<file path="src/rtl/core/swm_pkg.sv">
package swm_pkg;

  localparam int DATA_W         = 32;
  localparam int CFG_W          = 7;
  localparam int APB_DATA_W     = 32;
  localparam int APB_ADDR_W     = 3;
  localparam int MAX_WINDOW_DEF = 64;

  // register index, taken from paddr[2]
  localparam logic REG_WINDOW_SIZE = 1'b0;

  localparam logic [CFG_W-1:0] WINDOW_SIZE_RST = CFG_W'(1);

  // what a cell shows its neighbours
  typedef struct packed {
    logic signed [DATA_W-1:0] val;
    logic                     vld;
    logic                     gt;   // empty, or above the incoming word
    logic                     ge;   // valid and at or above the leaving word
  } swm_link_t;

  // broadcast to every cell
  typedef struct packed {
    logic signed [DATA_W-1:0] smp;
    logic signed [DATA_W-1:0] old;
    logic                     del;
    logic                     upd;
    logic                     clr;
    logic                     adv;
  } swm_bcast_t;

  // one stage of the median relay line
  typedef struct packed {
    logic signed [DATA_W-1:0] d;
    logic                     v;
  } swm_relay_t;

  localparam swm_link_t LINK_EDGE_L = '{val: '0, vld: 1'b0, gt: 1'b0, ge: 1'b0};
  localparam swm_link_t LINK_EDGE_R = '{val: '0, vld: 1'b0, gt: 1'b1, ge: 1'b0};
  localparam swm_relay_t RELAY_EDGE = '{d: '0, v: 1'b0};

endpackage

</file>
<file path="src/rtl/core/swm_hist.sv">
module swm_hist #(
  parameter int DEPTH = swm_pkg::MAX_WINDOW_DEF,
  parameter int IW    = (DEPTH > 1) ? $clog2(DEPTH) : 1
) (
  input  logic                             clk_i,
  input  logic                             we_i,
  input  logic [IW-1:0]                    waddr_i,
  input  logic signed [swm_pkg::DATA_W-1:0] wdata_i,
  input  logic [IW-1:0]                    raddr_i,
  output logic signed [swm_pkg::DATA_W-1:0] rdata_o
);
  import swm_pkg::*;

  logic signed [DATA_W-1:0] mem_q [DEPTH];
  logic signed [DATA_W-1:0] rdata_q;

  always_ff @(posedge clk_i) begin
    if (we_i) begin
      mem_q[waddr_i] <= wdata_i;
    end
  end

  always_ff @(posedge clk_i) begin
    rdata_q <= mem_q[raddr_i];
  end

  assign rdata_o = rdata_q;

endmodule

</file>
<file path="config.mk">
export PLATFORM = sky130hd
export DESIGN_NAME = swm_hist
export DESIGN_NICKNAME = d
export VERILOG_FILES = /design/src/rtl/core/swm_pkg.sv /design/src/rtl/core/swm_hist.sv
export SDC_FILE = /design/constraint.sdc
export NUM_CORES = 2
export LEC_CHECK = 0
export BUFFER_PORTS_ARGS = -buffer_cell sky130_fd_sc_hd__buf_2
export CORE_UTILIZATION = 30
export DETAILED_ROUTE_END_ITERATION = 10
export GPL_TIMING_DRIVEN = 0
export SETUP_SLACK_MARGIN = 0.1
export SLEW_MARGIN = 15
export SYNTH_ARGS = -nofsm -noshare
export SYNTH_HDL_FRONTEND = slang
export SYNTH_SLANG_ARGS = --single-unit
</file>
<file path="constraint.sdc">
create_clock -name clk_i -period 4.9 [get_ports clk_i]
set_clock_uncertainty 0.05 [all_clocks]
set_input_delay 0.98 -clock clk_i [delete_from_list [all_inputs] [get_ports clk_i]]
set_output_delay 0.98 -clock clk_i [all_outputs]
set_load 0.02 [all_outputs]
</file>
# Word-level counts from Yosys, hierarchy flattened

Memories as Yosys holds them, arrays and structs flattened. A register that Yosys moved wholly into a read port is not among the register bits.
Index checks and enable logic that the tools add are counted.

Register bits after elaboration: 0
Bits in latches: 0
Bits in writable memories: 2048
Memory bits (read-only): 0
Bits of input ports: 46
Output and inout port bits: 32
Logic and storage cells: 3
Memories: 1

Memory list:

| memory | words | bits a word | read ports | clocked after memory_dff | write ports | line           | text |
|---|---|---|---|---|---|---|---|
| mem_q  | 64    | 32          | 1          | 1                        | 1           | swm_hist.sv:14 | `logic signed [DATA_W-1:0] mem_q [DEPTH];` |

$add $sub $neg: 0
Multiply operators: 0
Div/mod/pow operators: 0
Order comparisons: 0
Equality and inequality tests: 0
Shift operators: 0
Multiplexer cells: 2
Bitwise operators: 0
Reduce and logical (&&, ||, !) cells: 0

Operators with widths:

| kind   | number |
|---|---|
| $mux 1 | 2 |

# Depth between registers and ports, before layout

Word-level depth: 2
Gate-level depth with buffers: 10
Depth with buffers taken out: 5

# Least setup slack after synthesis

OpenSTA, ideal clock, no wires.

Path type: input to register
Start: input port waddr_i[3]
End: memory mem_q[48][0] (enable)
Setup time: 461 ps
Data arrival time: 3679 ps
Required time: 4389 ps
Setup slack: 710 ps
Cell stages on the path: 4
Buffers on the path: 1
Cell sequence: clkbuf_1 > nor2b_1 > nand4b_1 > nor3_1

RTL lines:

| item            | line           | text |
|---|---|---|
| start, declared | swm_hist.sv:7  | `input logic [IW-1:0] waddr_i,` |
| end, declared   | swm_hist.sv:14 |  |

No word-level cell before the write port.

==> metrics.txt <==
Pleak 0.0287 uW; largest net degree at the start of global routing between 60 and 70; final wirelength around 250000 um; critical path arrival approximately 5.5 ns; top_reg_cell synth edfxtp_1; first-pass GRT wire length between 300000 and 400000 um; Final Max Slew Viols 0; Synth cell types 34; nets 3780; global placer's final weighted congestion 0.832; CTS root buffer clkbuf_16; worst slew pin tran 1.45 ns; Tot GR Track Use a little under a fifth; DP Cell Count about 7000; Die W between 500 and 600 um; Num CTS Buffers between 200 and 250; clk buf depth 3; CTS clk-pin slew, worst paths roughly 0.06 ns; Port-buffer cells 69; synth top area cells edfxtp_1, mux4_2, mux2i_1; number of synthesized register bits approximately 2100; most numerous cell in the Yosys netlist edfxtp_1; via count 39700; Slowest cell on crit path buf_1; Mapped Cells 3324; Die Ht between 500 and 600 um; initial antenna violation count 32; # rows 187; ys async rst share 0%; overall power 37800 uW; RSZ-0062 raised after global routing no; via/cell ratio approximately 5.4; routed length on met1 just over 90000 um; Max VDD drop 0.376 mV; initial DRC count 6095; final hold violations 0; Reg area about 62000 um^2; Syn Nets about 3400; Rel. slew slack approximately 3.2%; setup violators final 1; DP HPWL roughly 160000 um; sequential area share after synthesis around four fifths; cell accounting for the most synthesized area edfxtp_1; Layout Area Growth over Synthesis 19.2%; layout cells sized above 1 31.0%; violated checks negative setup slack; CP endpoint kind flop; CP delay by family, top buffers and inverters; Non-Filler Instances around 7400; Post-Syn Area around 79000 um^2; pwr dens approximately 400 nW/um^2; Power Internal around 29000 uW; Clk Latency, worst-skew pair approximately 0.86 ns; Final min period about 4.9 ns; worst setup margin -0.00575 ns; synthesis warning total 0; drt drc 0; CP Buf/Inv Count 4; syn_area_per_cell roughly 24 um^2; placed cell area slightly below 90000 um^2; Worst Path Required between 5 and 6 ns; layout filler cell count approximately 23000; Setup CP Type input port to flop; DRT antenna net count 0; Comb pwr share 5.6%; DRT Pass-1 Iters 6; worst path cell trace buf_2 > buf_2 > buf_2 > buf_1 > mux4_2 > mux2i_1 > a21oi_1 > a21oi_1 > nor2_1; hold slack 0.625 ns; final instance area roughly 94000 um^2; metal2 WL about 120000 um; Synth top area share between 70% and 80%; core box area 260000 um^2; Worst Path Max Fanout 10; f_max ~200 MHz; Net Sw Power roughly 8300 uW; Tcrit/Tclk final 100%; sequential share of power 52.2%; area of the multi-input gates between 15000 and 20000 um^2; IO Pins 78; WL/cell 33.4 um; most frequent cells after synthesis edfxtp_1, mux4_2, nor2_1; clock sink count approximately 2100; Net Sw Frac 22.1%; total grt overflow 0; Critical Path Most Common Cell buf_2; Starting Density between 30% and 40%; critical path startpoint category input port; Top Layer Used met5; EDFF count, synth between 2000 and 2500; total of max-cap violations 0; total die area around 260000 um^2; CTS tree done; number of global-route vias before repair between 30000 and 40000; CP max stage delay 0.85 ns; routed wl met3 approximately 26000 um; status finished, violations left; H-tree depth reported by CTS 4; Clock power frac a little over two fifths; type of the worst min-delay path input port to flop
state kept, by name, indices dropped and copies added, names as in the netlist:
name,cells
mem_q,2048
rdata_o,32
per-stage QoR:
step | worst slack [ns] | setup TNS (ns) | util, %
after floorplan | 0.710 | 0 | -
after global placement | -3.50 | -2912.22 | 32.0
after detailed placement | -0.964 | -10.33 | 33.4
after CTS | 0.277 | 0 | 36.0
after global routing | 0.192 | 0 | 36.0
final | -0.00575 | -0.00575 | 36.0
per-layer routing:
metal	track usage, %	vias up
li1	-	15100
met1	24.4	21600
met2	29.6	2549
met3	4.40	461
met4	7.48	8
met5	0	-
placed cells by master, fill, tap and decap left out, types with 55 or more instances in the layout:
| cell type | instances |
|---|---|
| a21oi_1 | 61 |
| buf_12 | 71 |
| buf_16 | 55 |
| buf_2 | 106 |
| buf_4 | 58 |
| clkbuf_1 | 106 |
| clkbuf_16 | 202 |
| edfxtp_1 | 2048 |
| mux2i_1 | 93 |
| mux4_2 | 544 |
| nor2_1 | 75 |
| nor2_4 | 62 |
| o22ai_1 | 84 |
final timing paths:
path / start / to / slack (ns) / depth (start not counted)
worst max-delay path: raddr_i[1] / rdata_o[15] / -0.006 / 9
worst min-delay path: wdata_i[8] / mem_q[39][8] / 0.62 / 1
worst max register to register: mem_q[47][1] / rdata_o[1] / 1.84 / 5
worst min register to register: mem_q[53][27] / rdata_o[27] / 0.90 / 5
cell families (layout without fill, tap and decap cells):
logic type | Yosys count | count (layout) | synth area share [%]
AO/OA/AOI/OAI | 202 | 202 | 1.67
buffers and inverters | 182 | 764 | 1.13
flip-flops | 2080 | 2080 | 79.1
multiplexers | 637 | 637 | 16.8
other | 0 | 10 | 0
AND/OR/NAND/NOR | 223 | 223 | 1.27
power by group through the flow:
stage | combinational [uW] | clock, uW | sequential (uW)
after floorplan | 958 | 0 | 20200
after global placement | 1990 | 0 | 20100
after detailed placement | 2080 | 0 | 20100
after CTS | 2090 | 16100 | 19700
after global routing | 2180 | 16700 | 19700
final | 2120 | 15900 | 19700
layout make-up:
class / count / share of cell area [%]
Buffer: 182 / 0.972
Clock buffer: 249 / 5.64
Antenna cell: 10 / 0.0267
Clock inverter: 126 / 1.57
Sequential cell: 2080 / 66.4
Multi-Input combinational cell: 1062 / 17.1
Timing Repair Buffer: 207 / 3.67
Tap cell: 3496 / 4.67
what timing repair did:
item	in CTS	in global routing
buffers inserted	0	0
setup endpoints to repair	6	0
resized for setup	4	0
hold endpoints to repair	0	0
hold buffers	0	0
Note: power is estimated with default switching activity, not from simulation.
