File: config.mk
export PLATFORM = sky130hd
export DESIGN_NAME = swm_cell
export DESIGN_NICKNAME = d
export VERILOG_FILES = /design/src/rtl/core/swm_pkg.sv /design/src/rtl/core/swm_cell.sv
export SDC_FILE = /design/constraint.sdc
export NUM_CORES = 1
export LEC_CHECK = 0
export BUFFER_PORTS_ARGS = -buffer_cell sky130_fd_sc_hd__buf_4
export CAP_MARGIN = 40
export CORE_AREA = 2 2 115 172
export CTS_BUF_LIST = sky130_fd_sc_hd__clkbuf_4 sky130_fd_sc_hd__clkbuf_8
export CTS_CLUSTER_DIAMETER = 40
export DETAILED_ROUTE_END_ITERATION = 6
export DIE_AREA = 0 0 117 174
export PLACE_DENSITY = 0.6
export SKIP_LAST_GASP = 1
export SLEW_MARGIN = 5
export SYNTH_ARGS = -nofsm -noshare
export SYNTH_HDL_FRONTEND = slang
export SYNTH_SLANG_ARGS = --single-unit
File: constraint.sdc
create_clock -name clk_i -period 2.77 [get_ports clk_i]
set_input_delay 0.277 -clock clk_i [delete_from_list [all_inputs] [get_ports clk_i]]
set_output_delay 0.277 -clock clk_i [all_outputs]
set_load 0.05 [all_outputs]
File: src/rtl/core/swm_pkg.sv
package swm_pkg;

  localparam int DATA_W         = 32;
  localparam int CFG_W          = 7;
  localparam int APB_DATA_W     = 32;
  localparam int APB_ADDR_W     = 3;
  localparam int MAX_WINDOW_DEF = 64;

  // register index, taken from paddr[2]
  localparam logic REG_WINDOW_SIZE = 1'b0;

  localparam logic [CFG_W-1:0] WINDOW_SIZE_RST = CFG_W'(1);

  // what a cell shows its neighbours
  typedef struct packed {
    logic signed [DATA_W-1:0] val;
    logic                     vld;
    logic                     gt;   // empty, or above the incoming word
    logic                     ge;   // valid and at or above the leaving word
  } swm_link_t;

  // broadcast to every cell
  typedef struct packed {
    logic signed [DATA_W-1:0] smp;
    logic signed [DATA_W-1:0] old;
    logic                     del;
    logic                     upd;
    logic                     clr;
    logic                     adv;
  } swm_bcast_t;

  // one stage of the median relay line
  typedef struct packed {
    logic signed [DATA_W-1:0] d;
    logic                     v;
  } swm_relay_t;

  localparam swm_link_t LINK_EDGE_L = '{val: '0, vld: 1'b0, gt: 1'b0, ge: 1'b0};
  localparam swm_link_t LINK_EDGE_R = '{val: '0, vld: 1'b0, gt: 1'b1, ge: 1'b0};
  localparam swm_relay_t RELAY_EDGE = '{d: '0, v: 1'b0};

endpackage

File: src/rtl/core/swm_cell.sv
module swm_cell (
  input  logic                clk_i,
  input  logic                rst_ni,
  input  swm_pkg::swm_bcast_t bcast_i,
  input  swm_pkg::swm_link_t  left_i,
  input  swm_pkg::swm_link_t  right_i,
  output swm_pkg::swm_link_t  link_o,
  input  logic                load_i,
  input  swm_pkg::swm_relay_t relay_i,
  output swm_pkg::swm_relay_t relay_o
);
  import swm_pkg::*;

  logic signed [DATA_W-1:0] val_q, val_d;
  logic                     vld_q, vld_d;
  logic signed [DATA_W-1:0] rel_val_q;
  logic                     rel_vld_q;
  swm_relay_t               rel_d;

  logic                     own_gt, own_ge, del_own, del_left;
  logic signed [DATA_W-1:0] b_val, bl_val;
  logic                     b_vld, bl_vld, b_gt, bl_gt;

  // compare against the incoming and the leaving word
  assign own_gt = !vld_q || (val_q > bcast_i.smp);
  assign own_ge = vld_q && (val_q >= bcast_i.old);

  assign link_o = '{val: val_q, vld: vld_q, gt: own_gt, ge: own_ge};

  assign del_own  = bcast_i.del && own_ge;
  assign del_left = bcast_i.del && left_i.ge;

  // row after the leaving word is dropped, here and one place to the left
  always_comb begin
    b_val  = del_own ? right_i.val : val_q;
    b_vld  = del_own ? right_i.vld : vld_q;
    b_gt   = del_own ? right_i.gt  : own_gt;
    bl_val = del_left ? val_q  : left_i.val;
    bl_vld = del_left ? vld_q  : left_i.vld;
    bl_gt  = del_left ? own_gt : left_i.gt;
  end

  // then open a gap for the new word
  always_comb begin
    if (bl_gt) begin
      val_d = bl_val;
      vld_d = bl_vld;
    end else if (b_gt) begin
      val_d = bcast_i.smp;
      vld_d = 1'b1;
    end else begin
      val_d = b_val;
      vld_d = b_vld;
    end
  end

  always_comb begin
    rel_d = relay_i;
    if (load_i) begin
      rel_d = '{d: val_d, v: 1'b1};
    end
  end

  always_ff @(posedge clk_i) begin
    if (bcast_i.upd) begin
      val_q <= val_d;
    end
  end

  always_ff @(posedge clk_i or negedge rst_ni) begin
    if (!rst_ni) begin
      vld_q <= 1'b0;
    end else if (bcast_i.clr) begin
      vld_q <= 1'b0;
    end else if (bcast_i.upd) begin
      vld_q <= vld_d;
    end
  end

  always_ff @(posedge clk_i) begin
    if (bcast_i.adv) begin
      rel_val_q <= rel_d.d;
    end
  end

  always_ff @(posedge clk_i or negedge rst_ni) begin
    if (!rst_ni) begin
      rel_vld_q <= 1'b0;
    end else if (bcast_i.clr) begin
      rel_vld_q <= 1'b0;
    end else if (bcast_i.adv) begin
      rel_vld_q <= rel_d.v;
    end
  end

  assign relay_o = '{d: rel_val_q, v: rel_vld_q};

endmodule

Word-level counts from Yosys, hierarchy flattened --
Cells that the tools add are included.
Cells by class: bitwise gates (word level) 0, mux-type cells 15, multiply operators 0, order comparisons 2, equal/unequal tests 1, shift-type cells 0, $add $sub $neg 0, divide/modulo/power cells 0, reductions and logical operators 9
Operator list (count):
- 32-bit two-way mux | 4
- 33-bit two-way mux | 1
- 32-bit >= comparator | 1
- 32-bit greater-than comparator | 1
- 1-bit two-way mux | 10
- 2-bit nonzero test | 2
- 4-bit nonzero test | 1
- 1-bit logical AND | 3
- 3-bit inequality test, second input constant | 1
- 3-bit AND reduction | 1
- 1-bit logical NOT | 1
- 1-bit logical OR | 1
Word-level totals: bits of input ports 174, bits in writable memories 0, memories kept 0, word-level logic and storage cells 31, bits in read-only memories 0, latch bits 0, output and inout bits 68, flip-flop bits (word level) 66

Logic depth before layout (Yosys ltp) --
word-level depth 9, mapped depth 13, mapped depth without buffers 11

Worst setup path after synthesis --
OpenSTA, ideal clock, no wires.
path kind register -> register, from register val_q[0], to register rel_val_q[10], data pin, buffers on the path 2, data arrival time 3055 ps, cell stages (with the launch flop) 13, setup time 275 ps, required time 2495 ps, period minus slack after synthesis 3330 ps, path slack -560 ps, cell sequence edfxtp_1 -> inv_1 -> ha_1 -> nand2b_1 -> a2111o_1 -> a32o_1 -> o41ai_4 -> a21oi_2 -> clkbuf_2 -> clkbuf_2 -> or3_1 -> a31oi_1 -> a211oi_1
RTL lines:
- from (decl) | line swm_cell.sv:14 | logic signed [DATA_W-1:0] val_q, val_d;
- from (signal assigned) | line swm_cell.sv:66 | val_q <= val_d;
- to (signal assigned) | line swm_cell.sv:82 | rel_val_q <= rel_d.d;
- to (decl) | line swm_cell.sv:16 | logic signed [DATA_W-1:0] rel_val_q;

==> reports/qor.yml <==
logic_synthesis:
  ys_seq_area_share_pct: 29.62
  synth_top_family_by_area: "compound AO/OA/AOI/OAI gates"
  synth_edf_count: 64
  syn_area_um2: 6656
  synth_adder_area_share_pct: 12.03
  yosys.area_share.xor_xnor_pct: 0
  async_flop_share_pct: 3.030
  syn_nets: 1074
  ys_top_cells_by_area: "edfxtp_1, ha_1, a21oi_1"
  synth_cell_type_count: 47
  synth_cells: 836
  yosys_warnings: 0
  yosysMostFrequentCell: "inv_1"
  synth-main-ff-cell: "edfxtp_1"
  syn_avg_cell_area_um2: 7.962
  synthTopCellsByCount: "inv_1, a21oi_1, nand2_1, edfxtp_1, ha_1"
  yosys.area_share.simple_pct: 15.09
  synthMuxAreaShare_pct: 0.1504
  yosysTopAreaCellShare_pct: 28.87
  ys_seq_elements: 66
  synth_compound_area_share_pct: 33.12
  yosysTopAreaCell: "edfxtp_1"
pwr:
  power_density_nw_per_um2: 396.4
  total_power_w: 0.004455
  vdd.ir_drop.worst_mv: 0.3058
  power_switching_w: 0.001682
  p_seq_share_pct: 28.5
  p_clk_share_pct: 25.7
  power.leakage_nw: 5.063
  swShare_pct: 37.76
  p_int_w: 0.002772
  p_comb_share_pct: 45.8
worst_setup_path:
  reg2reg_depth: 14
  critPathMaxStageDelay_ns: 0.42
  start_kind: "flop"
  worst_path_max_delay_cell: "a2111o_1"
  critPathCaptureType: "flop"
  arrival_ns: 3.25
  cp_cell_sequence: "inv_2 -> ha_4 -> nand2b_4 -> a2111o_1 -> a32o_2 -> o41ai_4 -> buf_4 -> buf_12 -> a21oi_4 -> buf_4 -> buf_4 -> a211o_1 -> a31oi_2 -> a211oi_1"
  ff2ff_setup_slack_ns: -0.37
  worstPathRequired_ns: 2.88
  critPathMaxFanout: 3
  critPathMostFrequentCell: "buf_4"
  r2r-start: "val_q[0]"
  path_class: "reg2reg"
  r2r-end: "rel_val_q[0]"
finish:
  syn_to_final_growth_pct: 68.83
  seq_area_um2: 1972
  fillers: 1756
  fin_cells: 1430
  fin_area_um2: 11240
  antenna_cells: 0
  multi_input_area_um2: 5016
  layout-drive-gt1-share_pct: 48.30
  nets: 1407
floorplanning:
  dieArea_um2: 20360
  ios: 242
  die_w_um: 117
  core_um2: 19010
  die_y_um: 174
  start_util_pct: 35.02
  rows: 62
placed_design:
  gp_congestion: 0.8505
  place_area_um2: 9559
  io_buffers: 240
  hpwlAfterDp_um: 20200
  dp_cells: 1380
sta:
  slew_headroom_pct: 61.18
  setup-tns-final_ns: -20.11
  hold_viol_final: 0
  fin_hold_ws_ns: 0.08414
  fmaxAchievable_mhz: 318.2
  setup_ws_ns: -0.3731
  fin_worst_skew_ns: 0.01178
  post-route-min-period_ns: 3.143
  worstMarginPinSlew_ns: 0.5823
  finalSetupViolCount: 67
  rsz0062_at_grt: "yes"
  slew_viol_final: 0
  post-route-period-util_pct: 113.5
drt:
  drtIter0Drc: 572
  wl_um: 29430
  first_pass_iters: 5
  remaining_drc_errors: 0
  postRouteAntennaNets: 0
  via_per_inst: 5.722
  wire_per_inst_um: 20.58
  vias: 8182
clock_tree:
  htreeDepth: 3
  cts-root-buf: "clkbuf_8"
  clk-insertion-delay-late_ns: 0.35
  path_clk_slew_ns: 0.09
  numClockSinks: 66
  clockBufferDepth: 2
  cts_tree: "done"
  cts-buffers-inserted: 9
run:
  max_cap_viol_count: 0
run_status:
  violations: "negative setup slack"
  status: "finished, violations left"
global_routing:
  grt_antenna_before_repair: 0
  grt_pass1_wl_um: 42280
  grtUsageTotal_pct: 26.86
  grt_pass1_vias: 8077
  grt_max_degree: 43
  overflow: 0
min_path:
  min_path_type: "in2reg"
  min-delay-start: "bcast_i[1]"
  hold_path_depth: 2
  whs_endpoint: "rel_vld_q"
kinds of logic after synthesis:
kind of cell / after synthesis
compound gates: 321
fa+ha+maj: 64
buf+inv: 168
flops: 66
mux: 1
simple gates: 216
worst max path at each step:
stage,from,end,slack (ns),cells past startpoint
global placement,bcast_i[4],val_q[0],-0.42,11
detailed placement,bcast_i[4],rel_val_q[12],-0.49,12
global route,val_q[27],rel_val_q[7],-0.52,14
CTS,val_q[0],rel_val_q[31],-0.44,14
finish,val_q[0],rel_val_q[0],-0.37,14
floorplan,val_q[0],rel_val_q[10],-0.50,12
state kept, by name (all words and copies together) (netlist names):
register / count
rel_vld_q: 1
rel_val_q: 32
vld_q: 1
val_q: 32
what timing repair did:
action / 4_1_cts / 5_1_grt
setup endpoints to repair: 67 / 67
gates resized for setup: 65 / 133
hold endpoints to repair: 2 / 0
pin swaps: 88 / 77
hold buffers: 1 / 0
gates cloned: 4 / 3
buffers inserted: 9 / 19
worst max-delay path, delay by kind of cell, from the launching register on:
family | cells | cell delay (ns)
AO/OA/AOI/OAI | 7 | 1.49
buffers and inverters | 5 | 0.69
flip-flops | 1 | 0.40
adder cells (fa/ha/maj) | 1 | 0.19
AND/OR/NAND/NOR | 1 | 0.13
final cells by class:
cell class / instances / share of cell area (%)
Clock inverter: 6 / 1.147
Sequential cell: 66 / 17.55
Timing Repair Buffer: 388 / 29.20
Inverter: 102 / 3.451
Clock buffer: 10 / 1.169
Tap cell: 256 / 2.850
Multi-Input combinational cell: 602 / 44.63
cells in the final DEF, fill, tap and decap left out, types with 15 or more instances in the layout:
cell / netlist / routed
a211o_1: 35 / 34
a211oi_1: 36 / 34
a21oi_1: 84 / 61
a21oi_2: 2 / 22
a22oi_1: 32 / 17
a22oi_2: 0 / 15
a31oi_1: 32 / 22
buf_12: 0 / 15
buf_4: 4 / 355
edfxtp_1: 64 / 64
ha_1: 64 / 55
inv_1: 101 / 100
nand2_1: 76 / 74
nand3_1: 38 / 23
nand3_2: 0 / 15
nor2_1: 42 / 41
o2111ai_2: 0 / 16
o21ai_2: 0 / 21
or3_4: 0 / 25
power by group through the flow:
stage | Clock [W] | Sequential (W) | Combinational (W)
after global routing | 0.00119 | 0.00128 | 0.00217
after detailed placement | 0 | 0.00129 | 0.00174
final | 0.00114 | 0.00127 | 0.00204
after CTS | 0.00115 | 0.00127 | 0.00184
after floorplan | 0 | 0.00157 | 0.000677
after global placement | 0 | 0.00129 | 0.00173
metal layers:
layer  global-route usage [%]  wire (µm)
met1                    31.88      11150
met2                    47.57      15380
met3                    2.964       1626
met4                    12.16       1272
met5                        0          0
stage by stage:
stage	util (%)	setup WS [ns]
floorplan	-	-0.5037
global placement	50.30	-0.4178
global route	59.13	-0.5200
detailed placement	50.30	-0.4921
CTS	54.19	-0.4382
finish	59.13	-0.3731
No activity file was read; power rests on OpenSTA's default activity.
